`src/hw/rtl/qcsc_pkg.sv`:
```
// Shared types, widths, register codes and helpers for the quad corner check.
`default_nettype none
package qcsc_pkg;

  localparam int CoordW   = 16;
  localparam int FracBits = 4;
  localparam int DistW    = 12;
  localparam int CosW     = 16;
  localparam int DataW    = 32;
  localparam int AddrW    = 3;

  localparam int DiffW = CoordW + 1;
  localparam int ProdW = 2 * DiffW;
  localparam int MagW  = ProdW - 1;
  localparam int DotW  = ProdW + 1;
  localparam int DdW   = 2 * MagW;
  localparam int AlW   = MagW + CosW;
  localparam int BLoW  = DiffW;
  localparam int BHiW  = MagW - BLoW;
  localparam int LoW   = AlW + BLoW;
  localparam int HiW   = AlW + BHiW;
  localparam int RhsW  = AlW + MagW;
  localparam int LimW  = DistW + FracBits;
  localparam int Lim2W = 2 * LimW;
  localparam int CmpW  = (MagW > Lim2W) ? MagW : Lim2W;
  localparam int Lat   = 6;

  localparam logic RegMinDist = 1'b0;
  localparam logic RegCosLim  = 1'b1;

  localparam int MinDistRstInt = 20;
  localparam int LimRstInt     = MinDistRstInt * (2 ** FracBits);
  localparam logic [DistW-1:0] MinDistRst = DistW'(MinDistRstInt);
  localparam logic [CosW-1:0]  CosLimRst  = CosW'(49152);
  localparam logic [Lim2W-1:0] Lim2Rst    = Lim2W'(LimRstInt * LimRstInt);

  typedef logic signed [CoordW-1:0] coord_t;
  typedef logic signed [DiffW-1:0]  diff_t;
  typedef logic signed [ProdW-1:0]  prod_t;

  typedef struct packed {
    coord_t x;
    coord_t y;
  } point_t;

  typedef struct packed {
    logic pos;
    logic neg;
  } sign_t;

  function automatic diff_t sub(input coord_t a, input coord_t b);
    return DiffW'(a) - DiffW'(b);
  endfunction

endpackage
`default_nettype wire

```
`src/hw/rtl/qcsc_dist_lane.sv`:
```
// Distance lane: squared distance of one corner pair against the limit, four stages.
`default_nettype none
module qcsc_dist_lane (
  input  wire                        clk_i,
  input  wire                        en_i,
  input  qcsc_pkg::point_t           p_i,
  input  qcsc_pkg::point_t           q_i,
  input  wire [qcsc_pkg::Lim2W-1:0]  lim2_i,
  output logic                       near_o
);

  qcsc_pkg::diff_t dx_q, dy_q;
  qcsc_pkg::prod_t dxx_q, dyy_q;
  logic [qcsc_pkg::MagW-1:0] d2_q;

  always_ff @(posedge clk_i) begin
    if (en_i) begin
      dx_q   <= qcsc_pkg::sub(p_i.x, q_i.x);
      dy_q   <= qcsc_pkg::sub(p_i.y, q_i.y);
      dxx_q  <= dx_q * dx_q;
      dyy_q  <= dy_q * dy_q;
      d2_q   <= dxx_q[qcsc_pkg::MagW-1:0] + dyy_q[qcsc_pkg::MagW-1:0];
      near_o <= qcsc_pkg::CmpW'(d2_q) < qcsc_pkg::CmpW'(lim2_i);
    end
  end

endmodule
`default_nettype wire

```
`config.mk`:
```
export PLATFORM = sky130hd
export DESIGN_NAME = qcsc_dist_lane
export DESIGN_NICKNAME = d
export VERILOG_FILES = /design/src/hw/rtl/qcsc_pkg.sv /design/src/hw/rtl/qcsc_dist_lane.sv
export SDC_FILE = /design/constraint.sdc
export NUM_CORES = 2
export LEC_CHECK = 0
export ABC_CLOCK_PERIOD_IN_PS = 7040
export BUFFER_PORTS_ARGS = -buffer_cell sky130_fd_sc_hd__buf_4
export CAP_MARGIN = 20
export CORE_AREA = 4 4 188 372
export CTS_BUF_LIST = sky130_fd_sc_hd__clkbuf_4
export DETAILED_ROUTE_END_ITERATION = 10
export DIE_AREA = 0 0 192 376
export SLEW_MARGIN = 20
export SYNTH_ARGS = -nofsm -noshare
export SYNTH_HDL_FRONTEND = slang
export SYNTH_SLANG_ARGS = --single-unit
```
`constraint.sdc`:
```
create_clock -name clk_i -period 7.04 [get_ports clk_i]
set_input_delay 1.056 -clock clk_i [delete_from_list [all_inputs] [get_ports clk_i]]
set_output_delay 1.056 -clock clk_i [all_outputs]
set_load 0.1 [all_outputs]
```
==> results.md <==
* Status: finished, final reports clean
* Yosys warns at 0
* Hold Path Class: register to register
* Fraction of registers with async set/reset at 0
* Max incr delay on CP at 0.71 ns
* Hold path depth at 1
* Clk pin slew, worst setup/hold paths at 0.16 ns
* Worst setup SP type: register
* Vias in the first global route at 20884
* I/O Pins at 99
* # rows at 134
* R2r setup slk at 0.35 ns
* GP Congestion at 0.8903
* Initial antenna violation count at 2
* Master of the slowest instance on the critical path: edfxtp_1
* Die height at 376 um
* Area Overhead vs Synth at 9.261%
* DR vias/cell at 4.844
* Initial Util at 0.3975
* Met3 WL at 1371 um
* Max cap viols at 0
* Worst-Margin Slew at 0.9370 ns
* Worst setup EP type: register
* Flops & latches, synth at 132
* Post-synthesis average cell area at 9.815 um2
* CTS Buffer Depth at 2
* Congestion Overflow GR at 0
* CP most frequent cell: fa_1
* Relative slew slack at 0.3753
* Seq/Total Area, Yosys at 0.1491
* Nets at 3728
* Die ar. at 0.07219 mm2
* # DRC at 0
* Root Driver: clkbuf_4
* Setup violators final at 0
* RSZ-0062 raised after global routing: no
* Syn Inst Count at 2709
* Setup TNS at 0 ns
* Data arrival, critical path at 7.13 ns
* Most common cell after layout, fill and taps aside: inv_1
* PostCTS Resize Cnt at 0
* Cell variety after synth at 63
* Netlist Area Pre-Place at 0.02659 mm2
* Synth Flop Type: edfxtp_1
* Non-Filler Instances at 3738
* CTS sink count at 132
* Syn Nets at 3597
* GRT Total Usage at 0.1786
* Worst hold slack at 0.5584 ns
* Met1 Wirelength at 20640 um
* Critical path class: register to register
* CTS Buf Count at 17
* Fin. max-slew vios at 0
* Htree depth at 4
* Crit path time final at 6.688 ns
* Highest clock rate at 0.1495 GHz
* Via count at 18106
* Routed wire length on met2 at 36040 um
* Layout cell share with drive strength beyond 1 at 0.07644
* First-pass GRT wire length at 102100 um
* Critical-path maximum fanout at 17
* Worst r2r path cells at 21
* DR iter-0 viols at 633
* Antenna Nets Post-Route at 0
* DR top layer: met4
* I/O Buffers at 98
* Worst-Skew Late Latency at 0.69 ns
* WL final at 61120 um
* Post-DP HPWL at 53780 um
* CTS tree: done
* Part of the cycle the worst path needs at 0.9499
* DP Cell Count at 3703
* Crit-path cells: and2_1 > fa_1 > inv_1 > fa_1 > fa_1 > inv_1 > fa_1 > fa_1 > inv_1 > fa_1 > inv_1 > ha_1 > nand3_1 > nor2_1 > nand2_1 > a2bb2oi_1 > a21oi_1 > nand3_1 > a311oi_1 > mux2i_1 > nand2_1
* Die Wd at 192 um
* Largest net degree at the start of global routing at 68
* Final setup skew at 0.04183 ns
* Core ar. at 0.06690 mm2
* Most frequent cells in the layout: inv_1 (767), fa_1 (526), ha_1 (264)
* Average wire per standard cell at 16.35 um
* Worst Path Required at 7.48 ns
* Final hold violations at 0
* DRT Pass-1 Iters at 5
* Number of synthesized flops with an enable pin at 132
per-stage QoR:
step	cell area (um2)	util	worst slack, ns
2_1_floorplan	26590	-	0.6872
3_3_place_gp	28760	0.4299	0.2677
3_5_place_dp	28760	0.4299	0.2395
4_1_cts	29020	0.4338	0.2008
5_1_grt	29050	0.4343	0.007819
6_report	29050	0.4343	0.3525
worst paths after layout:
kind / startpoint / to
max: dx_q[10] / dxx_q[25]
min: dyy_q[2] / d2_q[2]
max reg2reg: dx_q[10] / dxx_q[25]
min reg2reg: dyy_q[2] / d2_q[2]
routing by layer:
metal / GRT usage / vias to the layer above
li1: - / 8500
met1: 0.1782 / 9138
met2: 0.3586 / 331
met3: 0.01872 / 137
met4: 0.08309 / 0
met5: 0 / -
critical path: cells and delay by family, from the launching register on:
family / cells / cell delay, ns
compound gates: 3 / 0.95
flops: 1 / 0.71
buf+inv: 4 / 0.22
simple gates: 6 / 0.95
mux: 1 / 0.23
fa+ha+maj: 7 / 3.36
Yosys cell counts, types with 10 or more instances:
cell / instances / area share
a211oi_1: 12 / 0.0034
a21o_1: 43 / 0.012
a21oi_1: 85 / 0.016
and2_1: 113 / 0.027
and3_1: 10 / 0.0024
clkbuf_1: 51 / 0.0072
edfxtp_1: 132 / 0.15
fa_1: 526 / 0.40
ha_1: 264 / 0.12
inv_1: 767 / 0.11
nand2_1: 195 / 0.028
nand2b_1: 13 / 0.0031
nand3_1: 19 / 0.0036
nor2_1: 100 / 0.014
nor2b_1: 34 / 0.0080
nor3_1: 29 / 0.0055
o21a_1: 18 / 0.0051
o21ai_0: 46 / 0.0087
o21bai_1: 10 / 0.0028
or3_1: 10 / 0.0024
xnor2_1: 107 / 0.035
xor2_1: 30 / 0.0099
cell type report:
class	count	area (um2)
flip-flops and latches	132	3964
inverters	767	2879
clock inverters	14	130.1
multi-input cells	1757	19550
repair buffers	165	1292
well taps	884	1106
diodes	2	5.005
clock buffers	17	127.6
fillers	6455	37850
what timing repair did:
action                     in CTS  in global routing
setup endpoints to repair       0                  5
hold buffers                    0                  0
setup buffers                   0                  2
flip-flops by register name (all words and copies together) (netlist names):
signal	flops
dxx_q	32
dyy_q	32
dx_q	17
dy_q	17
d2_q	33
near_o	1
logic make-up (layout without fill, tap and decap cells):
kind of cell               Yosys count  in the layout  share of synthesized area
AOI/OAI and AO/OA                  280            280                    0.06941
xor gates and xnor gates           137            137                    0.04513
adders and majority gates          790            790                     0.5203
buffers and inverters              820            963                     0.1158
DFF                                132            132                     0.1491
muxes                                3              3                   0.001223
other                                0              2                          0
and+or+nand+nor                    547            547                    0.09915
Power is left out: the tool's default activity adds up to more than one toggle a clock period on the data nets, which glitch-free logic cannot reach.
