File: src/hw/rtl/qcsc_pkg.sv
// Shared types, widths, register codes and helpers for the quad corner check.
`default_nettype none
package qcsc_pkg;

  localparam int CoordW   = 16;
  localparam int FracBits = 4;
  localparam int DistW    = 12;
  localparam int CosW     = 16;
  localparam int DataW    = 32;
  localparam int AddrW    = 3;

  localparam int DiffW = CoordW + 1;
  localparam int ProdW = 2 * DiffW;
  localparam int MagW  = ProdW - 1;
  localparam int DotW  = ProdW + 1;
  localparam int DdW   = 2 * MagW;
  localparam int AlW   = MagW + CosW;
  localparam int BLoW  = DiffW;
  localparam int BHiW  = MagW - BLoW;
  localparam int LoW   = AlW + BLoW;
  localparam int HiW   = AlW + BHiW;
  localparam int RhsW  = AlW + MagW;
  localparam int LimW  = DistW + FracBits;
  localparam int Lim2W = 2 * LimW;
  localparam int CmpW  = (MagW > Lim2W) ? MagW : Lim2W;
  localparam int Lat   = 6;

  localparam logic RegMinDist = 1'b0;
  localparam logic RegCosLim  = 1'b1;

  localparam int MinDistRstInt = 20;
  localparam int LimRstInt     = MinDistRstInt * (2 ** FracBits);
  localparam logic [DistW-1:0] MinDistRst = DistW'(MinDistRstInt);
  localparam logic [CosW-1:0]  CosLimRst  = CosW'(49152);
  localparam logic [Lim2W-1:0] Lim2Rst    = Lim2W'(LimRstInt * LimRstInt);

  typedef logic signed [CoordW-1:0] coord_t;
  typedef logic signed [DiffW-1:0]  diff_t;
  typedef logic signed [ProdW-1:0]  prod_t;

  typedef struct packed {
    coord_t x;
    coord_t y;
  } point_t;

  typedef struct packed {
    logic pos;
    logic neg;
  } sign_t;

  function automatic diff_t sub(input coord_t a, input coord_t b);
    return DiffW'(a) - DiffW'(b);
  endfunction

endpackage
`default_nettype wire

File: src/hw/rtl/qcsc_cross_lane.sv
// Cross lane: sign of the cross product (q-p) x (r-p), four stages.
`default_nettype none
module qcsc_cross_lane (
  input  wire               clk_i,
  input  wire               en_i,
  input  qcsc_pkg::point_t  p_i,
  input  qcsc_pkg::point_t  q_i,
  input  qcsc_pkg::point_t  r_i,
  output qcsc_pkg::sign_t   sign_o
);

  qcsc_pkg::diff_t qx_q, qy_q, rx_q, ry_q;
  qcsc_pkg::prod_t m1_q, m2_q;
  logic signed [qcsc_pkg::DotW-1:0] c_q;

  always_ff @(posedge clk_i) begin
    if (en_i) begin
      qx_q       <= qcsc_pkg::sub(q_i.x, p_i.x);
      qy_q       <= qcsc_pkg::sub(q_i.y, p_i.y);
      rx_q       <= qcsc_pkg::sub(r_i.x, p_i.x);
      ry_q       <= qcsc_pkg::sub(r_i.y, p_i.y);
      m1_q       <= qx_q * ry_q;
      m2_q       <= qy_q * rx_q;
      c_q        <= qcsc_pkg::DotW'(m1_q) - qcsc_pkg::DotW'(m2_q);
      sign_o.pos <= !c_q[qcsc_pkg::DotW-1] && (c_q != '0);
      sign_o.neg <= c_q[qcsc_pkg::DotW-1];
    end
  end

endmodule
`default_nettype wire

File: config.mk
export PLATFORM = sky130hd
export DESIGN_NAME = qcsc_cross_lane
export DESIGN_NICKNAME = d
export VERILOG_FILES = /design/src/hw/rtl/qcsc_pkg.sv /design/src/hw/rtl/qcsc_cross_lane.sv
export SDC_FILE = /design/constraint.sdc
export NUM_CORES = 2
export LEC_CHECK = 0
export ABC_AREA = 1
export BUFFER_PORTS_ARGS = -buffer_cell sky130_fd_sc_hd__buf_2
export CAP_MARGIN = 10
export CORE_UTILIZATION = 40
export CTS_BUF_LIST = sky130_fd_sc_hd__clkbuf_16
export CTS_CLUSTER_DIAMETER = 40
export DETAILED_ROUTE_END_ITERATION = 10
export PLACE_DENSITY = 0.64
export SLEW_MARGIN = 20
export SYNTH_ARGS = -nofsm -noshare
export SYNTH_HDL_FRONTEND = slang
export SYNTH_SLANG_ARGS = --single-unit
File: constraint.sdc
create_clock -name clk_i -period 6.02 [get_ports clk_i]
set_input_delay 1.806 -clock clk_i [delete_from_list [all_inputs] [get_ports clk_i]]
set_output_delay 1.806 -clock clk_i [all_outputs]
set_load 0.01 [all_outputs]
==> flow_summary.json <==
{
  "yosysWarningCount": 0,
  "syn_inst": 4414,
  "fp.dieH_um": 297,
  "clk_root_buffer_cell": "clkbuf_16",
  "cts-hold-fix-buffers": 0,
  "num-nets-final": 5498,
  "crit_path_start_kind": "flip-flop",
  "dp.cells": 5643,
  "reg2reg_depth": 19,
  "worstPathRequired_ns": 6.28,
  "crit_type": "flip-flop to flip-flop",
  "hold_violations": 0,
  "ys.flop_type": "edfxtp_1",
  "drive_gt1_share_pct": 7.41,
  "arrival_ns": 6.02,
  "drtIter0Drc": 1828,
  "clkSlewWorstSetupHoldPaths_ns": 0.08,
  "core_area_um2": 85500,
  "cts_tree": "done",
  "yosys.cell_types.count": 37,
  "chipWidth_um": 297,
  "layout_min_cycle_time_ns": 5.76,
  "insertion_delay_ns": 0.50,
  "fin_cells": 5694,
  "hpwlAfterDp_um": 78300,
  "critical_path.max_fanout": 8,
  "routed_via_density": 4.80,
  "max_freq_mhz": 174,
  "worstHoldPathCells": 0,
  "yosysSeqAreaShare_pct": 15.0,
  "hp-start": "c_q[34]",
  "ys_ff_latch": 173,
  "postRouteAntennaNets": 0,
  "cts_buffer_depth": 2,
  "slew_viol_final": 0,
  "grt_overflow": 0,
  "area_delta_synth_final_pct": 9.41,
  "fin_crit_sh_pct": 95.6,
  "hold_path_class": "flip-flop to flip-flop",
  "synth_top_area_share_pct": 34.4,
  "r2r_start": "qx_q[16]",
  "design_area_um2": 38000,
  "antenna_found_initial": 4,
  "setup_viol": 0,
  "grt_pass1_vias": 28100,
  "skew_ns": 0.0190,
  "avgSynthCellArea_um2": 7.87,
  "yosysMostFrequentCell": "inv_1",
  "holdPathEnd": "sign_o[0]",
  "wl_per_cell_um": 15.8,
  "tns_ns": 0,
  "fp-row-count": 107,
  "grt_max_degree": 77,
  "place_area_um2": 37200,
  "synth_nets": 5377,
  "io_buffer_count": 99,
  "setup.worst_path.end_class": "flip-flop",
  "synth-edff-count": 173,
  "grt.total_usage_pct": 21.7,
  "reg2reg_to": "m1_q[28]",
  "cap_violations": 0,
  "start_util_pct": 40.6,
  "relSlewSlack_pct": 42.1,
  "outcome": "complete, no violations",
  "vias": 27300,
  "syn_area_um2": 34700,
  "drtPass1Iterations": 5,
  "die_area_um2": 88000,
  "htreeDepth": 4,
  "wl_um": 89700,
  "async_reset_ff_share_pct": 0,
  "drc": 0,
  "place_congestion": 0.930,
  "synth_top_cells_by_area": "fa_1 (34%), edfxtp_1 (15%), inv_1 (13%)",
  "cts_buffers": 17,
  "ios": 100,
  "r2r_slack_ns": 0.26,
  "worst_pin_slew_ns": 0.863,
  "numClockSinks": 173,
  "yosys.area.top_type": "fa_1",
  "timing.hold.ws_ns": 0.455,
  "grt_pass1_wl_um": 149000,
  "synth_commonest_cells": "inv_1 (1,200), nand2_1 (1,194), fa_1 (597), ha_1 (268), nor2_1 (193)"
}
## per-layer routing
layer | GRT usage, % | up-vias | part of all wire (%)
met5 | 0 | - | 0
li1 | - | 13300 | -
met1 | 30.3 | 13300 | 47
met2 | 35.6 | 660 | 46
met3 | 2.53 | 112 | 4.8
met4 | 6.27 | 0 | 2.5
## repair_timing
action	CTS	global route
buffers inserted	0	17
setup endpoints to repair	0	16
gates resized for setup	0	7
## cell usage in the layout, fill, tap and decap left out, types with 7 or more instances in the layout
master        n
a21oi_1     163
nor2_2        8
nor3_1       27
buf_2        98
o21ai_0      64
clkbuf_16    17
xnor2_1      22
edfxtp_1    173
nand2_1    1193
o21bai_1     18
nand2_2      18
nor2_1      193
buf_4       121
xor2_1       77
ha_1        268
a21o_1        9
a21oi_2       7
o21ai_2       7
nand4_1      34
nor4_1        9
nand3_1     130
inv_1      1201
fa_1        594
buf_12       16
nand3b_1     10
o31ai_1      10
or2_2        10
## worst max path at each step
stage | start | end | slack, ns | cells past startpoint
after floorplan | qy_q[16] | m2_q[33] | 0.42 | 20
after global placement | qx_q[16] | m1_q[31] | 0.15 | 20
after detailed placement | ry_q[8] | m1_q[32] | 0.17 | 20
after CTS | ry_q[8] | m1_q[32] | 0.15 | 20
after global routing | qy_q[16] | m2_q[31] | -0.004 | 21
final | qx_q[16] | m1_q[28] | 0.26 | 19
## cell type report
class / count / area [um^2]
clock inverters: 15 / 154
multi-input cells: 2904 / 24500
inverters: 1203 / 4520
repair buffers: 236 / 1730
well taps: 1144 / 1430
clock buffers: 17 / 425
diodes: 2 / 5.00
fillers: 8496 / 47600
flip-flops and latches: 173 / 5190
## flip-flops by register name (all words and copies together) (netlist names)
name    flops
c_q        35
m1_q       34
m2_q       34
qx_q       17
qy_q       17
rx_q       17
ry_q       17
sign_o      2
## worst max-delay path: stages, from the launching register on
cell	delay, ns
edfxtp_1	0.43
buf_4	0.20
nand2_1	0.12
inv_1	0.10
fa_1	0.56
fa_1	0.55
buf_12	0.17
fa_1	0.40
fa_1	0.53
fa_1	0.55
inv_1	0.05
fa_1	0.47
inv_1	0.04
ha_1	0.36
nand2_1	0.12
nor2_1	0.29
nor3b_2	0.26
nand3_1	0.15
nand4_1	0.12
nand2_1	0.05
## logic make-up (layout without fill, tap and decap cells)
logic type / count (synthesis) / after routing / synth area share, %
AND/OR/NAND/NOR: 1648 / 1648 / 19.3
XOR/XNOR: 99 / 99 / 2.50
other: 0 / 2 / 0
buffers and inverters: 1337 / 1471 / 14.5
AO/OA/AOI/OAI: 292 / 292 / 4.66
adder cells (fa/ha/maj): 865 / 865 / 44.1
flip-flops: 173 / 173 / 15.0
## metrics by stage
| stage | worst slack [ns] | util, % |
|---|---|---|
| 2_1_floorplan | 0.424 | - |
| 6_report | 0.264 | 44.4 |
| 3_3_place_gp | 0.150 | 43.5 |
| 3_5_place_dp | 0.165 | 43.5 |
| 4_1_cts | 0.149 | 44.1 |
| 5_1_grt | -0.00425 | 44.4 |
Power is left out: the tool's default activity adds up to more than one toggle a clock period on the data nets, which glitch-free logic cannot reach.
